<file path="config.mk">
export PLATFORM = sky130hd
export DESIGN_NAME = half_duplex_uart_fifo_controller_flat
export DESIGN_NICKNAME = d
export VERILOG_FILES = /design/src/hw/rtl/hduf_pkg.sv /design/src/hw/rtl/hduf_if.sv /design/src/hw/rtl/hduf_ram.sv /design/src/hw/rtl/hduf_ctrl.sv /design/src/hw/rtl/half_duplex_uart_fifo_controller.sv /design/src/flat_wrapper.sv
export SDC_FILE = /design/constraint.sdc
export NUM_CORES = 1
export LEC_CHECK = 0
export ABC_AREA = 1
export BUFFER_PORTS_ARGS = -buffer_cell sky130_fd_sc_hd__buf_4
export CAP_MARGIN = 20
export CELL_PAD_IN_SITES_DETAIL_PLACEMENT = 1
export CELL_PAD_IN_SITES_GLOBAL_PLACEMENT = 1
export CORE_MARGIN = 1.5
export CORE_UTILIZATION = 40
export DETAILED_ROUTE_END_ITERATION = 7
export MAX_ROUTING_LAYER = met4
export PLACE_DENSITY_LB_ADDON = 0.25
export SKIP_LAST_GASP = 1
export SYNTH_ARGS = -nofsm -noshare
export SYNTH_HDL_FRONTEND = slang
export SYNTH_SLANG_ARGS = --single-unit
</file>
<file path="constraint.sdc">
create_clock -name i_clk -period 2.75 [get_ports i_clk]
set_input_delay 0 -clock i_clk [delete_from_list [all_inputs] [get_ports i_clk]]
set_output_delay 0 -clock i_clk [all_outputs]
set_load 0.02 [all_outputs]
</file>
<file path="src/hw/rtl/hduf_pkg.sv">
// Types, codes and constants of the half-duplex serial link controller.
package hduf_pkg;

    localparam int QUEUE_DEPTH_DEF = 16;
    localparam int LEVEL_W = 5;
    localparam int BYTE_W = 8;

    typedef enum logic [2:0] {
        REQ_WRITE   = 3'd0,
        REQ_READ    = 3'd1,
        REQ_TX_ON   = 3'd2,
        REQ_TX_OFF  = 3'd3,
        REQ_RX_ON   = 3'd4,
        REQ_RX_OFF  = 3'd5,
        REQ_RX_DONE = 3'd6,
        REQ_TX_DONE = 3'd7
    } t_req;

    typedef enum logic [1:0] {
        MODE_IDLE = 2'd0,
        MODE_RX   = 2'd1,
        MODE_TX   = 2'd2
    } t_mode;

    localparam logic [1:0] CMD_NONE = 2'd0;
    localparam logic [1:0] CMD_RX = 2'd1;
    localparam logic [1:0] CMD_TX = 2'd2;

    typedef enum logic {
        PIPE_READY = 1'b0,
        PIPE_FETCH = 1'b1
    } t_pipe;

    typedef struct packed {
        logic [1:0] abort_cmd;
        logic [1:0] start_cmd;
        logic       read_valid;
        logic       write_accepted;
        logic       tx_pop;
        logic       tx_fwd;
        logic       rx_pop;
    } t_step;

    typedef struct packed {
        t_mode              mode;
        logic [LEVEL_W-1:0] rx_level;
        logic [LEVEL_W-1:0] tx_level;
        logic               rx_on;
        logic               tx_on;
    } t_status;

    typedef struct packed {
        logic [1:0]         abort_cmd;
        logic [1:0]         start_cmd;
        logic [BYTE_W-1:0]  tx_byte;
        logic [BYTE_W-1:0]  read_byte;
        logic               read_valid;
        logic               write_accepted;
        logic [1:0]         link_mode;
        logic [LEVEL_W-1:0] rx_level;
        logic [LEVEL_W-1:0] tx_level;
        logic               rx_on;
        logic               tx_on;
    } t_result;

    localparam int RESULT_W = $bits(t_result);

endpackage

</file>
<file path="src/hw/rtl/hduf_if.sv">
// Request and result channel interfaces of the serial link controller.
interface hduf_req_if;
    logic       valid;
    logic       ready;
    logic [2:0] req_type;
    logic [7:0] data_in;

    modport source (output valid, output req_type, output data_in, input ready);
    modport sink (input valid, input req_type, input data_in, output ready);
endinterface

interface hduf_res_if;
    logic       valid;
    logic       ready;
    logic [1:0] abort_cmd;
    logic [1:0] start_cmd;
    logic [7:0] tx_byte;
    logic [7:0] read_byte;
    logic       read_valid;
    logic       write_accepted;
    logic [1:0] link_mode;
    logic [4:0] rx_level;
    logic [4:0] tx_level;
    logic       rx_on;
    logic       tx_on;

    modport source (
        output valid, output abort_cmd, output start_cmd, output tx_byte,
        output read_byte, output read_valid, output write_accepted,
        output link_mode, output rx_level, output tx_level, output rx_on,
        output tx_on, input ready
    );
    modport sink (
        input valid, input abort_cmd, input start_cmd, input tx_byte,
        input read_byte, input read_valid, input write_accepted,
        input link_mode, input rx_level, input tx_level, input rx_on,
        input tx_on, output ready
    );
endinterface

</file>
<file path="src/hw/rtl/hduf_ram.sv">
// Byte queue storage: one write port and one registered read port.
module hduf_ram import hduf_pkg::*; #(
    parameter int QUEUE_DEPTH = QUEUE_DEPTH_DEF
) (
    input  logic                           i_clk,
    input  logic                           i_we,
    input  logic [$clog2(QUEUE_DEPTH)-1:0] i_waddr,
    input  logic [BYTE_W-1:0]              i_wdata,
    input  logic                           i_re,
    input  logic [$clog2(QUEUE_DEPTH)-1:0] i_raddr,
    output logic [BYTE_W-1:0]              o_rdata
);

    logic [BYTE_W-1:0] r_mem [QUEUE_DEPTH];
    logic [BYTE_W-1:0] r_rdata;

    always_ff @(posedge i_clk) begin
        if (i_we) begin
            r_mem[i_waddr] <= i_wdata;
        end
    end

    always_ff @(posedge i_clk) begin
        if (i_re) begin
            r_rdata <= r_mem[i_raddr];
        end
    end

    assign o_rdata = r_rdata;

endmodule

</file>
<file path="src/hw/rtl/hduf_ctrl.sv">
// Link mode, enable flags and queue pointers, updated once per accepted request.
module hduf_ctrl import hduf_pkg::*; #(
    parameter int QUEUE_DEPTH = QUEUE_DEPTH_DEF
) (
    input  logic                           i_clk,
    input  logic                           i_rst_n,
    input  logic                           i_fire,
    input  t_req                           i_req_type,
    input  logic [BYTE_W-1:0]              i_data_in,
    output t_step                          o_step,
    output t_status                        o_status,
    output logic                           o_tx_we,
    output logic [$clog2(QUEUE_DEPTH)-1:0] o_tx_waddr,
    output logic                           o_tx_re,
    output logic [$clog2(QUEUE_DEPTH)-1:0] o_tx_raddr,
    output logic                           o_rx_we,
    output logic [$clog2(QUEUE_DEPTH)-1:0] o_rx_waddr,
    output logic                           o_rx_re,
    output logic [$clog2(QUEUE_DEPTH)-1:0] o_rx_raddr,
    output logic [BYTE_W-1:0]              o_wdata
);

    localparam int AW = $clog2(QUEUE_DEPTH);
    localparam int CW = $clog2(QUEUE_DEPTH + 1);

    t_mode          r_mode, n_mode;
    logic           r_rx_en, n_rx_en;
    logic           r_tx_en, n_tx_en;
    logic [AW-1:0]  r_tx_head, n_tx_head;
    logic [AW-1:0]  r_rx_head, n_rx_head;
    logic [CW-1:0]  r_tx_cnt, n_tx_cnt;
    logic [CW-1:0]  r_rx_cnt, n_rx_cnt;

    t_step          step;
    logic           tx_push;
    logic           rx_push;
    logic           do_tx_on;
    logic           tx_full;
    logic           rx_full;
    logic [AW:0]    tx_wsum;
    logic [AW:0]    rx_wsum;

    assign tx_full = (r_tx_cnt == CW'(QUEUE_DEPTH));
    assign rx_full = (r_rx_cnt == CW'(QUEUE_DEPTH));

    always_ff @(posedge i_clk) begin
        if (!i_rst_n) begin
            r_mode    <= MODE_IDLE;
            r_rx_en   <= 1'b0;
            r_tx_en   <= 1'b0;
            r_tx_head <= '0;
            r_rx_head <= '0;
            r_tx_cnt  <= '0;
            r_rx_cnt  <= '0;
        end else begin
            r_mode    <= n_mode;
            r_rx_en   <= n_rx_en;
            r_tx_en   <= n_tx_en;
            r_tx_head <= n_tx_head;
            r_rx_head <= n_rx_head;
            r_tx_cnt  <= n_tx_cnt;
            r_rx_cnt  <= n_rx_cnt;
        end
    end

    always_comb begin
        n_mode   = r_mode;
        n_rx_en  = r_rx_en;
        n_tx_en  = r_tx_en;
        step     = '0;
        tx_push  = 1'b0;
        rx_push  = 1'b0;
        do_tx_on = 1'b0;
        if (i_fire) begin
            unique case (i_req_type)
                REQ_WRITE: begin
                    tx_push = !tx_full;
                    step.write_accepted = !tx_full;
                    do_tx_on = r_tx_en;
                end
                REQ_READ: begin
                    if (r_rx_cnt != '0) begin
                        step.rx_pop = 1'b1;
                        step.read_valid = 1'b1;
                    end
                end
                REQ_TX_ON: begin
                    do_tx_on = 1'b1;
                end
                REQ_TX_OFF: begin
                    n_tx_en = 1'b0;
                    if (r_mode == MODE_TX) begin
                        step.abort_cmd = CMD_TX;
                        n_mode = MODE_IDLE;
                    end
                end
                REQ_RX_ON: begin
                    n_rx_en = 1'b1;
                    if (r_mode != MODE_RX) begin
                        if (r_mode == MODE_TX) begin
                            step.abort_cmd = CMD_TX;
                        end
                        step.start_cmd = CMD_RX;
                        n_mode = MODE_RX;
                    end
                end
                REQ_RX_OFF: begin
                    n_rx_en = 1'b0;
                    if (r_mode == MODE_RX) begin
                        step.abort_cmd = CMD_RX;
                        n_mode = MODE_IDLE;
                    end
                end
                REQ_RX_DONE: begin
                    if (r_mode == MODE_RX) begin
                        if (!rx_full) begin
                            rx_push = 1'b1;
                            step.start_cmd = CMD_RX;
                        end else begin
                            step.abort_cmd = CMD_RX;
                            n_rx_en = 1'b0;
                            n_mode = MODE_IDLE;
                        end
                    end
                end
                REQ_TX_DONE: begin
                    if (r_mode == MODE_TX) begin
                        if (r_tx_cnt != '0) begin
                            step.tx_pop = 1'b1;
                            step.start_cmd = CMD_TX;
                        end else if (r_rx_en && !rx_full) begin
                            step.start_cmd = CMD_RX;
                            n_mode = MODE_RX;
                        end else begin
                            n_mode = MODE_IDLE;
                        end
                    end
                end
                default: begin
                end
            endcase
        end
        // Turning transmit on also follows a host write while transmit is enabled.
        if (do_tx_on) begin
            n_tx_en = 1'b1;
            if (r_mode != MODE_TX) begin
                if (r_mode == MODE_RX) begin
                    step.abort_cmd = CMD_RX;
                    n_mode = MODE_IDLE;
                end
                if ((r_tx_cnt != '0) || tx_push) begin
                    step.tx_pop = 1'b1;
                    step.tx_fwd = (r_tx_cnt == '0);
                    step.start_cmd = CMD_TX;
                    n_mode = MODE_TX;
                end
            end
        end
    end

    always_comb begin
        tx_wsum = {1'b0, r_tx_head} + (AW + 1)'(r_tx_cnt);
        if (tx_wsum >= (AW + 1)'(QUEUE_DEPTH)) begin
            tx_wsum = tx_wsum - (AW + 1)'(QUEUE_DEPTH);
        end
        rx_wsum = {1'b0, r_rx_head} + (AW + 1)'(r_rx_cnt);
        if (rx_wsum >= (AW + 1)'(QUEUE_DEPTH)) begin
            rx_wsum = rx_wsum - (AW + 1)'(QUEUE_DEPTH);
        end
    end

    always_comb begin
        n_tx_head = r_tx_head;
        n_rx_head = r_rx_head;
        if (step.tx_pop) begin
            n_tx_head = (r_tx_head == AW'(QUEUE_DEPTH - 1)) ? '0 : r_tx_head + 1'b1;
        end
        if (step.rx_pop) begin
            n_rx_head = (r_rx_head == AW'(QUEUE_DEPTH - 1)) ? '0 : r_rx_head + 1'b1;
        end
        n_tx_cnt = r_tx_cnt + CW'(tx_push) - CW'(step.tx_pop);
        n_rx_cnt = r_rx_cnt + CW'(rx_push) - CW'(step.rx_pop);
    end

    assign o_step = step;
    assign o_status.mode = n_mode;
    assign o_status.rx_level = LEVEL_W'(n_rx_cnt);
    assign o_status.tx_level = LEVEL_W'(n_tx_cnt);
    assign o_status.rx_on = n_rx_en;
    assign o_status.tx_on = n_tx_en;

    assign o_tx_we = tx_push;
    assign o_tx_waddr = AW'(tx_wsum);
    assign o_tx_re = step.tx_pop && !step.tx_fwd;
    assign o_tx_raddr = r_tx_head;
    assign o_rx_we = rx_push;
    assign o_rx_waddr = AW'(rx_wsum);
    assign o_rx_re = step.rx_pop;
    assign o_rx_raddr = r_rx_head;
    assign o_wdata = i_data_in;

endmodule

</file>
<file path="src/hw/rtl/half_duplex_uart_fifo_controller.sv">
// Top level of the half-duplex serial link controller with transmit and receive queues.
// Each request yields exactly one result. When a request is taken, mode, flags and queue
// pointers are updated and the queue memory read is issued; the result is loaded into the
// output register in the FETCH state, once the registered memory read has returned and the
// output register is empty or being read. No new request is taken until the result of the
// last one is loaded, and a result waiting in the output register holds back at most one
// more request. Queue contents need no clearing after reset.
module half_duplex_uart_fifo_controller import hduf_pkg::*; #(
    parameter int QUEUE_DEPTH = QUEUE_DEPTH_DEF
) (
    input  logic       i_clk,
    input  logic       i_rst_n,
    hduf_req_if.sink   i_req,
    hduf_res_if.source o_res
);

    localparam int AW = $clog2(QUEUE_DEPTH);

    t_pipe             r_state, n_state;
    logic              r_out_valid, n_out_valid;
    t_result           r_res;
    t_step             r_step;
    t_status           r_status;
    logic [BYTE_W-1:0] r_fwd_byte;

    logic              fire;
    logic              load_out;
    t_step             step;
    t_status           status;
    logic              tx_we, tx_re, rx_we, rx_re;
    logic [AW-1:0]     tx_waddr, tx_raddr, rx_waddr, rx_raddr;
    logic [BYTE_W-1:0] wdata;
    logic [BYTE_W-1:0] tx_rdata, rx_rdata;

    assign i_req.ready = (r_state == PIPE_READY);
    assign fire = i_req.valid && i_req.ready;

    hduf_ctrl #(.QUEUE_DEPTH(QUEUE_DEPTH)) u_ctrl (
        .i_clk      (i_clk),
        .i_rst_n    (i_rst_n),
        .i_fire     (fire),
        .i_req_type (t_req'(i_req.req_type)),
        .i_data_in  (i_req.data_in),
        .o_step     (step),
        .o_status   (status),
        .o_tx_we    (tx_we),
        .o_tx_waddr (tx_waddr),
        .o_tx_re    (tx_re),
        .o_tx_raddr (tx_raddr),
        .o_rx_we    (rx_we),
        .o_rx_waddr (rx_waddr),
        .o_rx_re    (rx_re),
        .o_rx_raddr (rx_raddr),
        .o_wdata    (wdata)
    );

    hduf_ram #(.QUEUE_DEPTH(QUEUE_DEPTH)) u_tx_ram (
        .i_clk   (i_clk),
        .i_we    (tx_we),
        .i_waddr (tx_waddr),
        .i_wdata (wdata),
        .i_re    (tx_re),
        .i_raddr (tx_raddr),
        .o_rdata (tx_rdata)
    );

    hduf_ram #(.QUEUE_DEPTH(QUEUE_DEPTH)) u_rx_ram (
        .i_clk   (i_clk),
        .i_we    (rx_we),
        .i_waddr (rx_waddr),
        .i_wdata (wdata),
        .i_re    (rx_re),
        .i_raddr (rx_raddr),
        .o_rdata (rx_rdata)
    );

    always_ff @(posedge i_clk) begin
        if (!i_rst_n) begin
            r_state     <= PIPE_READY;
            r_out_valid <= 1'b0;
        end else begin
            r_state     <= n_state;
            r_out_valid <= n_out_valid;
        end
    end

    always_comb begin
        n_state = r_state;
        load_out = 1'b0;
        unique case (r_state)
            PIPE_READY: begin
                if (fire) begin
                    n_state = PIPE_FETCH;
                end
            end
            PIPE_FETCH: begin
                if (!r_out_valid || o_res.ready) begin
                    load_out = 1'b1;
                    n_state = PIPE_READY;
                end
            end
            default: begin
                n_state = PIPE_READY;
            end
        endcase
        if (load_out) begin
            n_out_valid = 1'b1;
        end else if (o_res.ready) begin
            n_out_valid = 1'b0;
        end else begin
            n_out_valid = r_out_valid;
        end
    end

    always_ff @(posedge i_clk) begin
        if (fire) begin
            r_step     <= step;
            r_status   <= status;
            r_fwd_byte <= i_req.data_in;
        end
        if (load_out) begin
            r_res.abort_cmd      <= r_step.abort_cmd;
            r_res.start_cmd      <= r_step.start_cmd;
            r_res.tx_byte        <= !r_step.tx_pop ? '0 :
                                    (r_step.tx_fwd ? r_fwd_byte : tx_rdata);
            r_res.read_byte      <= r_step.rx_pop ? rx_rdata : '0;
            r_res.read_valid     <= r_step.read_valid;
            r_res.write_accepted <= r_step.write_accepted;
            r_res.link_mode      <= r_status.mode;
            r_res.rx_level       <= r_status.rx_level;
            r_res.tx_level       <= r_status.tx_level;
            r_res.rx_on          <= r_status.rx_on;
            r_res.tx_on          <= r_status.tx_on;
        end
    end

    assign o_res.valid          = r_out_valid;
    assign o_res.abort_cmd      = r_res.abort_cmd;
    assign o_res.start_cmd      = r_res.start_cmd;
    assign o_res.tx_byte        = r_res.tx_byte;
    assign o_res.read_byte      = r_res.read_byte;
    assign o_res.read_valid     = r_res.read_valid;
    assign o_res.write_accepted = r_res.write_accepted;
    assign o_res.link_mode      = r_res.link_mode;
    assign o_res.rx_level       = r_res.rx_level;
    assign o_res.tx_level       = r_res.tx_level;
    assign o_res.rx_on          = r_res.rx_on;
    assign o_res.tx_on          = r_res.tx_on;

endmodule

</file>
<file path="src/flat_wrapper.sv">
// flat-port wrapper written by rule: the top's interface ports become plain ports
module half_duplex_uart_fifo_controller_flat import hduf_pkg::*;
#(
    parameter int QUEUE_DEPTH = QUEUE_DEPTH_DEF
)
  (i_clk, i_rst_n, i_req_valid, i_req_req_type, i_req_data_in, i_req_ready, o_res_valid, o_res_abort_cmd, o_res_start_cmd, o_res_tx_byte, o_res_read_byte, o_res_read_valid, o_res_write_accepted, o_res_link_mode, o_res_rx_level, o_res_tx_level, o_res_rx_on, o_res_tx_on, o_res_ready);
  hduf_req_if i_req_i ();
  hduf_res_if o_res_i ();
  input  logic i_clk;
  input  logic i_rst_n;
  input wire logic [$bits(i_req_i.valid)-1:0] i_req_valid;
  input wire logic [$bits(i_req_i.req_type)-1:0] i_req_req_type;
  input wire logic [$bits(i_req_i.data_in)-1:0] i_req_data_in;
  output wire logic [$bits(i_req_i.ready)-1:0] i_req_ready;
  output wire logic [$bits(o_res_i.valid)-1:0] o_res_valid;
  output wire logic [$bits(o_res_i.abort_cmd)-1:0] o_res_abort_cmd;
  output wire logic [$bits(o_res_i.start_cmd)-1:0] o_res_start_cmd;
  output wire logic [$bits(o_res_i.tx_byte)-1:0] o_res_tx_byte;
  output wire logic [$bits(o_res_i.read_byte)-1:0] o_res_read_byte;
  output wire logic [$bits(o_res_i.read_valid)-1:0] o_res_read_valid;
  output wire logic [$bits(o_res_i.write_accepted)-1:0] o_res_write_accepted;
  output wire logic [$bits(o_res_i.link_mode)-1:0] o_res_link_mode;
  output wire logic [$bits(o_res_i.rx_level)-1:0] o_res_rx_level;
  output wire logic [$bits(o_res_i.tx_level)-1:0] o_res_tx_level;
  output wire logic [$bits(o_res_i.rx_on)-1:0] o_res_rx_on;
  output wire logic [$bits(o_res_i.tx_on)-1:0] o_res_tx_on;
  input wire logic [$bits(o_res_i.ready)-1:0] o_res_ready;
  assign i_req_i.valid = i_req_valid;
  assign i_req_i.req_type = i_req_req_type;
  assign i_req_i.data_in = i_req_data_in;
  assign i_req_ready = i_req_i.ready;
  assign o_res_valid = o_res_i.valid;
  assign o_res_abort_cmd = o_res_i.abort_cmd;
  assign o_res_start_cmd = o_res_i.start_cmd;
  assign o_res_tx_byte = o_res_i.tx_byte;
  assign o_res_read_byte = o_res_i.read_byte;
  assign o_res_read_valid = o_res_i.read_valid;
  assign o_res_write_accepted = o_res_i.write_accepted;
  assign o_res_link_mode = o_res_i.link_mode;
  assign o_res_rx_level = o_res_i.rx_level;
  assign o_res_tx_level = o_res_i.tx_level;
  assign o_res_rx_on = o_res_i.rx_on;
  assign o_res_tx_on = o_res_i.tx_on;
  assign o_res_i.ready = o_res_ready;
  half_duplex_uart_fifo_controller #(.QUEUE_DEPTH(QUEUE_DEPTH)) u_core (.i_clk(i_clk), .i_rst_n(i_rst_n), .i_req(i_req_i), .o_res(o_res_i));
endmodule
</file>
==> results of run 1 <==
[area by class of cell]
| type | instances | share of cell area [%] |
|---|---|---|
| clock buffers | 59 | 6.458 |
| well taps | 461 | 3.375 |
| clock inverters | 11 | 0.2855 |
| multi-input cells | 651 | 20.76 |
| flip-flops and latches | 363 | 62.42 |
| repair buffers | 110 | 5.111 |
| inverters | 72 | 1.581 |
[placed cells by master, fill, tap and decap left out, types with 3 or more instances in the layout]
cell	n
buf_4	95
nand3_1	49
nor2_2	6
nand4_1	3
clkinv_1	7
inv_1	60
clkbuf_16	41
nor2_4	5
dfxtp_2	6
o22ai_1	19
clkbuf_1	17
dlygate4sd3_1	14
edfxtp_1	339
nand2_1	82
nor2_1	212
o21ai_0	137
mux2i_1	11
nand2_2	4
dfxtp_1	18
xor2_1	5
ha_1	16
inv_2	10
a21oi_1	17
clkinv_2	6
nor3_1	3
ha_4	3
o21ai_1	3
o211ai_1	24
o221ai_1	24
xnor2_1	9
[timing repair]
action / CTS / global route
hold buffers: 14 / 0
endpoints found under the hold margin: 283 / 0
buffers inserted: 0 / 1
resized for setup: 0 / 17
setup endpoints to repair: 0 / 4
[routing by layer]
layer  vias to the layer above  GRT usage, %
met1                      4635         26.39
met5                         -             -
met4                         0         5.671
met2                       231         32.05
met3                        64         3.114
li1                       4301             -
[kinds of logic after synthesis]
group                    after synthesis  synth area share (%)
AND/OR/NAND/NOR                      369                 10.46
flip-flops                           363                 73.02
AO/OA/AOI/OAI                        233                 9.342
buffers and inverters                120                 3.317
adder cells (fa/ha/maj)               24                 2.263
XOR/XNOR                              14                0.8399
multiplexers                          11                0.7542
[power groups by stage]
stage | Sequential [W] | Clock (W) | Combinational (W)
finish | 0.00634 | 0.00480 | 0.00120
global route | 0.00635 | 0.00512 | 0.00133
CTS | 0.00633 | 0.00493 | 0.00115
detailed placement | 0.00645 | 0 | 0.00113
global placement | 0.00644 | 0 | 0.00109
floorplan | 0.00647 | 0 | 0.000650
[flip-flops by register name, summed over array words and instances (netlist names), 4 cells and up]
register	count
u_core.r_status	14
u_core.u_ctrl.r_tx_cnt	5
u_core.u_tx_ram.r_mem	128
u_core.u_ctrl.r_rx_cnt	5
u_core.u_tx_ram.o_rdata	8
u_core.o_res.rx_level	5
u_core.o_res.read_byte	8
u_core.o_res.tx_level	5
u_core.o_res.tx_byte	8
u_core.r_step	9
u_core.u_rx_ram.o_rdata	8
u_core.u_ctrl.o_tx_raddr	4
u_core.u_rx_ram.r_mem	128
u_core.u_ctrl.o_rx_raddr	4
u_core.r_fwd_byte	8
[final timing paths]
| kind | start | end | slack [ns] | cells past startpoint |
|---|---|---|---|---|
| max | u_core.u_ctrl.r_rx_cnt[2] | u_core.u_ctrl.r_rx_cnt[4] | 0.17 | 16 |
| min | o_res_ready | u_core.o_res.valid | 0.32 | 5 |
| max reg2reg | u_core.u_ctrl.r_rx_cnt[2] | u_core.u_ctrl.r_rx_cnt[4] | 0.17 | 16 |
| min reg2reg | u_core.r_status[2] | u_core.o_res.tx_level[0] | 0.42 | 0 |
[critical path: stages (launching register included)]
cell and delay (ns):
dfxtp_1 0.33, inv_1 0.08, ha_2 0.19, nand2_1 0.07
o21ai_2 0.21, inv_2 0.05, ha_1 0.26, inv_1 0.04
ha_1 0.22, fa_2 0.36, nand2_1 0.07, inv_1 0.08
nor2_2 0.10, o21bai_1 0.08, xnor2_1 0.22, inv_1 0.06
nor2_1 0.08
[metrics by stage]
| step | cell area (µm²) | cells | power, W | TNS [ns] |
|---|---|---|---|---|
| 6_report | 17090 | 1727 | 0.01234 | 0 |
| 3_5_place_dp | 15740 | 1642 | 0.007575 | 0 |
| 3_3_place_gp | 15740 | 1642 | 0.007531 | 0 |
| 4_1_cts | 17030 | 1726 | 0.01241 | 0 |
| 2_1_floorplan | 14640 | 1134 | 0.007124 | -0.4464 |
| 5_1_grt | 17090 | 1727 | 0.01280 | -0.01149 |
==> impl_metrics.toml, run 1 <==
[status]
status = "complete, but fails checks"
violations = "DRC"

[cells_and_area]
drive_gt1_share_pct = 14.93
seq_area_um2 = 10670
insertedDiodeCount = 0
multi_input_area_um2 = 3548
nets = 1276
nFillCells = 3636
area_delta_synth_final_pct = 17.06
fin_util_pct = 47.81

[synth]
synth_top_cells_by_area = "edfxtp_1 (70%), nor2_1 (5.5%), o21ai_0 (4.7%)"
synth_cells = 1134
synth_nets = 1173
synth_top_flop_cell = "edfxtp_1"
yosys_warnings = 0
synth_top_area_cell = "edfxtp_1"
syn_area_um2 = 14600
synth.distinct_cells = 35
ys_seq_elements = 363
synth_top_area_share_pct = 69.73
synthArstFlopShare_pct = 0
netlist_top_cells_count = "edfxtp_1 (339), nor2_1 (215), o21ai_0 (137)"
synth_edf_count = 339
yosysMostFrequentCell = "edfxtp_1"
syn_avg_cell_area_um2 = 12.87
ys_seq_area_share_pct = 73.02

[sta]
hold_violations = 0
worstMarginPinSlew_ns = 0.8543
setup_slack_ns = 0.1668
final_max_slew_viol_count = 0
holdWs_ns = 0.3179
fin_skew_ns = 0.01025
timing.fmax_ghz = 0.3871
max_slew_margin_pct = 42.84
fin_crit_ns = 2.583
finalCritPeriodShare_pct = 93.93
setup_viol_count_final = 0

[floorplanning]
ios = 53
core-area_um2 = 35740
die_area_um2 = 37650
die_x_um = 194.0
num_rows = 69
fp.dieH_um = 194.0
start_util_pct = 40.85

[power]
power_density_nw_per_um2 = 722.0
p_seq_share_pct = 51.4
p_comb_share_pct = 9.7
total_leakage_power_nw = 5.997
p_clk_share_pct = 38.9
power.switching_w = 0.002909
ir_drop_mv = 0.4373
p_int_w = 0.009428
swShare_pct = 23.58

[critical_path]
crit_arrival_ns = 3.05
worstSetupPathType = "flop to flop"
end_kind = "flop"
path_max_fanout = 3
crit_required_ns = 3.22
start_kind = "flop"

[grt]
grt_max_degree = 69
grt_pass1_wl_um = 56310
grt_pass1_vias = 9674
antenna_found_initial = 0
grt.overflow.total = 0
grtUsageTotal_pct = 19.97

[cts]
cts_buffer_depth = 3
insertion_delay_ns = 0.53
cts_tree = "done"
cts.sinks = 363
cts_root_buf = "clkbuf_16"
cts_made_buffers = 39
h-tree-depth = 2
path_clk_slew_ns = 0.06

[detailed_routing]
drt-met1-wl_um = 16510
top_layer = "met4"
wl_met3_um = 1734
dr.first_iter.drc_count = 515
wl_met2_um = 16810
vias_per_cell = 5.345
vias = 9231
ant_nets = 0
wirelength_um = 35910
drtPass1Iterations = 8
drc_errors = 8
routedWlPerCell_um = 20.79

[placement]
pre_cts_ws_ns = 0.09467
portBuffers = 52
dp_hpwl_um = 22020
place.gp.congestion = 0.9105

[worst_hold_path]
hold_class = "input port to flop"

[run]
drv_cap = 0
Power figures use the tool's default switching activity.
==> run 2, diff against run 1 <==
- PLACE_DENSITY_LB_ADDON: 0.25 -> 0.12
==> impl_metrics.toml, run 2 (same netlist as run 1, synthesis figures left out) <==
[sta]
finalCritPeriodShare_pct = 92.52
setup_viol_count_final = 0
worstMarginPinSlew_ns = 0.9633
timing.fmax_ghz = 0.3930
fin_skew_ns = 0.008245
holdWs_ns = 0.3033
final.setup.tns_ns = 0
fin_crit_ns = 2.544
rsz0062_at_grt = "yes"
max_slew_margin_pct = 35.54
hold_violations = 0
final_max_slew_viol_count = 0

[power]
p_seq_share_pct = 50.0
p_clk_share_pct = 40.1
swShare_pct = 23.36
total_leakage_power_nw = 6.059
ir_drop_mv = 0.6427
power_density_nw_per_um2 = 735.6
power.switching_w = 0.002955
p_int_w = 0.009696
p_comb_share_pct = 9.8

[critical_path]
path_max_fanout = 3
cpMaxStageDelayCell = "fa_2"
path_common_cell = "inv_1"
rrSetupSlack_ns = 0.21
start_kind = "flop"
worstSetupPathType = "flop to flop"
crit_arrival_ns = 3.01
crit_required_ns = 3.22
end_kind = "flop"
critPathMaxStageDelay_ns = 0.38
cp_cell_sequence = "inv_1, ha_4, nand2_1, o21ai_2, inv_2, ha_1, inv_1, ha_1, fa_2, nand2_1, inv_1, nor2_1, o21bai_1, xnor2_1, inv_1, nor2_1"

[detailed_routing]
ant_nets = 0
drtPass1Iterations = 7
wirelength_um = 36200
vias_per_cell = 5.261
drc_errors = 3
routedWlPerCell_um = 20.93
dr.first_iter.drc_count = 503
vias = 9102

[grt]
grt_pass1_wl_um = 55500
use_met2_pct = 32.68
grt.overflow.total = 0
grtUsageTotal_pct = 19.90
grt_max_degree = 69
grt.busiest_layer = "met2"
grt_pass1_vias = 9497
grtUsageMet1_pct = 25.30
met3_usage_pct = 3.009
antenna_found_initial = 0

[cells_and_area]
drive_gt1_share_pct = 14.89
area_delta_synth_final_pct = 17.81
layout_commonest_cell = "edfxtp_1"
nets = 1281
layout_common_cells = "edfxtp_1 (339), nor2_1 (214), o21ai_0 (137)"
fin_util_pct = 48.12
largest_registers = "u_core.u_rx_ram.r_mem: 128 flops, u_core.u_tx_ram.r_mem: 128 flops, u_core.r_status: 14 flops"
insertedDiodeCount = 0
fin_cells = 1730

[placement]
place.gp.congestion = 0.8382
portBuffers = 52
dp.cells = 1645
dp_hpwl_um = 22470

[cts]
insertion_delay_ns = 0.54
h-tree-depth = 2
cts_made_buffers = 40
path_clk_slew_ns = 0.06
cts_tree = "done"
cts.sinks = 363
cts_root_buf = "clkbuf_16"
cts_buffer_depth = 3

[status]
status = "complete, but fails checks"
violations = "DRC"

[floorplanning]
die_area_um2 = 37650
start_util_pct = 40.85
num_rows = 69
core-area_um2 = 35740
fp.dieH_um = 194.0
ios = 53
die_x_um = 194.0

[worst_hold_path]
hold_class = "input port to flop"

[run]
drv_cap = 0
==> run 2: cell count changes in the layout (fill, tap and decap cells not counted), sizes merged <==
cell,delta
buf,+4
bufinv,+3
clkbuf,-8
clkinv,+4
==> run 2: path summary, 6_finish.rpt <==
| kind | start | end | cells after the start |
|---|---|---|---|
| max | u_core.u_ctrl.r_rx_cnt[2] | u_core.u_ctrl.r_rx_cnt[4] | 16 |
| min | o_res_ready | u_core.o_res.valid | 5 |
| max reg2reg | u_core.u_ctrl.r_rx_cnt[2] | u_core.u_ctrl.r_rx_cnt[4] | 16 |
| min reg2reg | u_core.r_step[7] | u_core.o_res.abort_cmd[0] | 0 |
==> run 2: stage by stage <==
step	setup WS [ns]	power, W	instance area, µm²
2_1_floorplan	-0.1413	0.007124	14640
3_3_place_gp	0.2006	0.007565	15780
3_5_place_dp	0.1321	0.007585	15780
4_1_cts	0.08128	0.01269	17130
5_1_grt	-0.01568	0.01311	17200
6_report	0.2056	0.01265	17200
==> run 2: layout make-up <==
cell class | instances | area, µm²
clock buffer | 51 | 1064
inverter | 72 | 270.3
multi-input combinational | 651 | 3553
timing repair buffer | 114 | 915.9
tap | 461 | 576.8
fill | 3683 | 18540
clock inverter | 18 | 153.9
sequential | 363 | 10670
==> run 2: critical path, delay by kind of cell (launching register included) <==
kind	cells	cell delay, ns
adders and majority gates	4	1.05
DFF	1	0.34
buffers and inverters	5	0.33
and+or+nand+nor	4	0.29
AOI/OAI and AO/OA	2	0.26
xor gates and xnor gates	1	0.20
==> run 2: power groups by stage <==
stage / Sequential (W) / Combinational, W / Clock [W]
final: 0.00633 / 0.00125 / 0.00508
after global routing: 0.00634 / 0.00139 / 0.00537
after CTS: 0.00633 / 0.00117 / 0.00520
after detailed placement: 0.00644 / 0.00114 / 0
after global placement: 0.00644 / 0.00113 / 0
after floorplan: 0.00647 / 0.000650 / 0
==> run 2: timing repair <==
action,4_1_cts,5_1_grt
hold endpoints to repair,289,0
hold buffers,14,0
buffers inserted,0,2
resized for setup,0,12
setup endpoints to repair,0,4
==> run 2: per-layer routing <==
metal / vias up / part of all wire [%]
met1: 4576 / 45
met4: 0 / 2.8
met3: 64 / 3.3
met2: 153 / 49
met5: - / 0
li1: 4309 / -
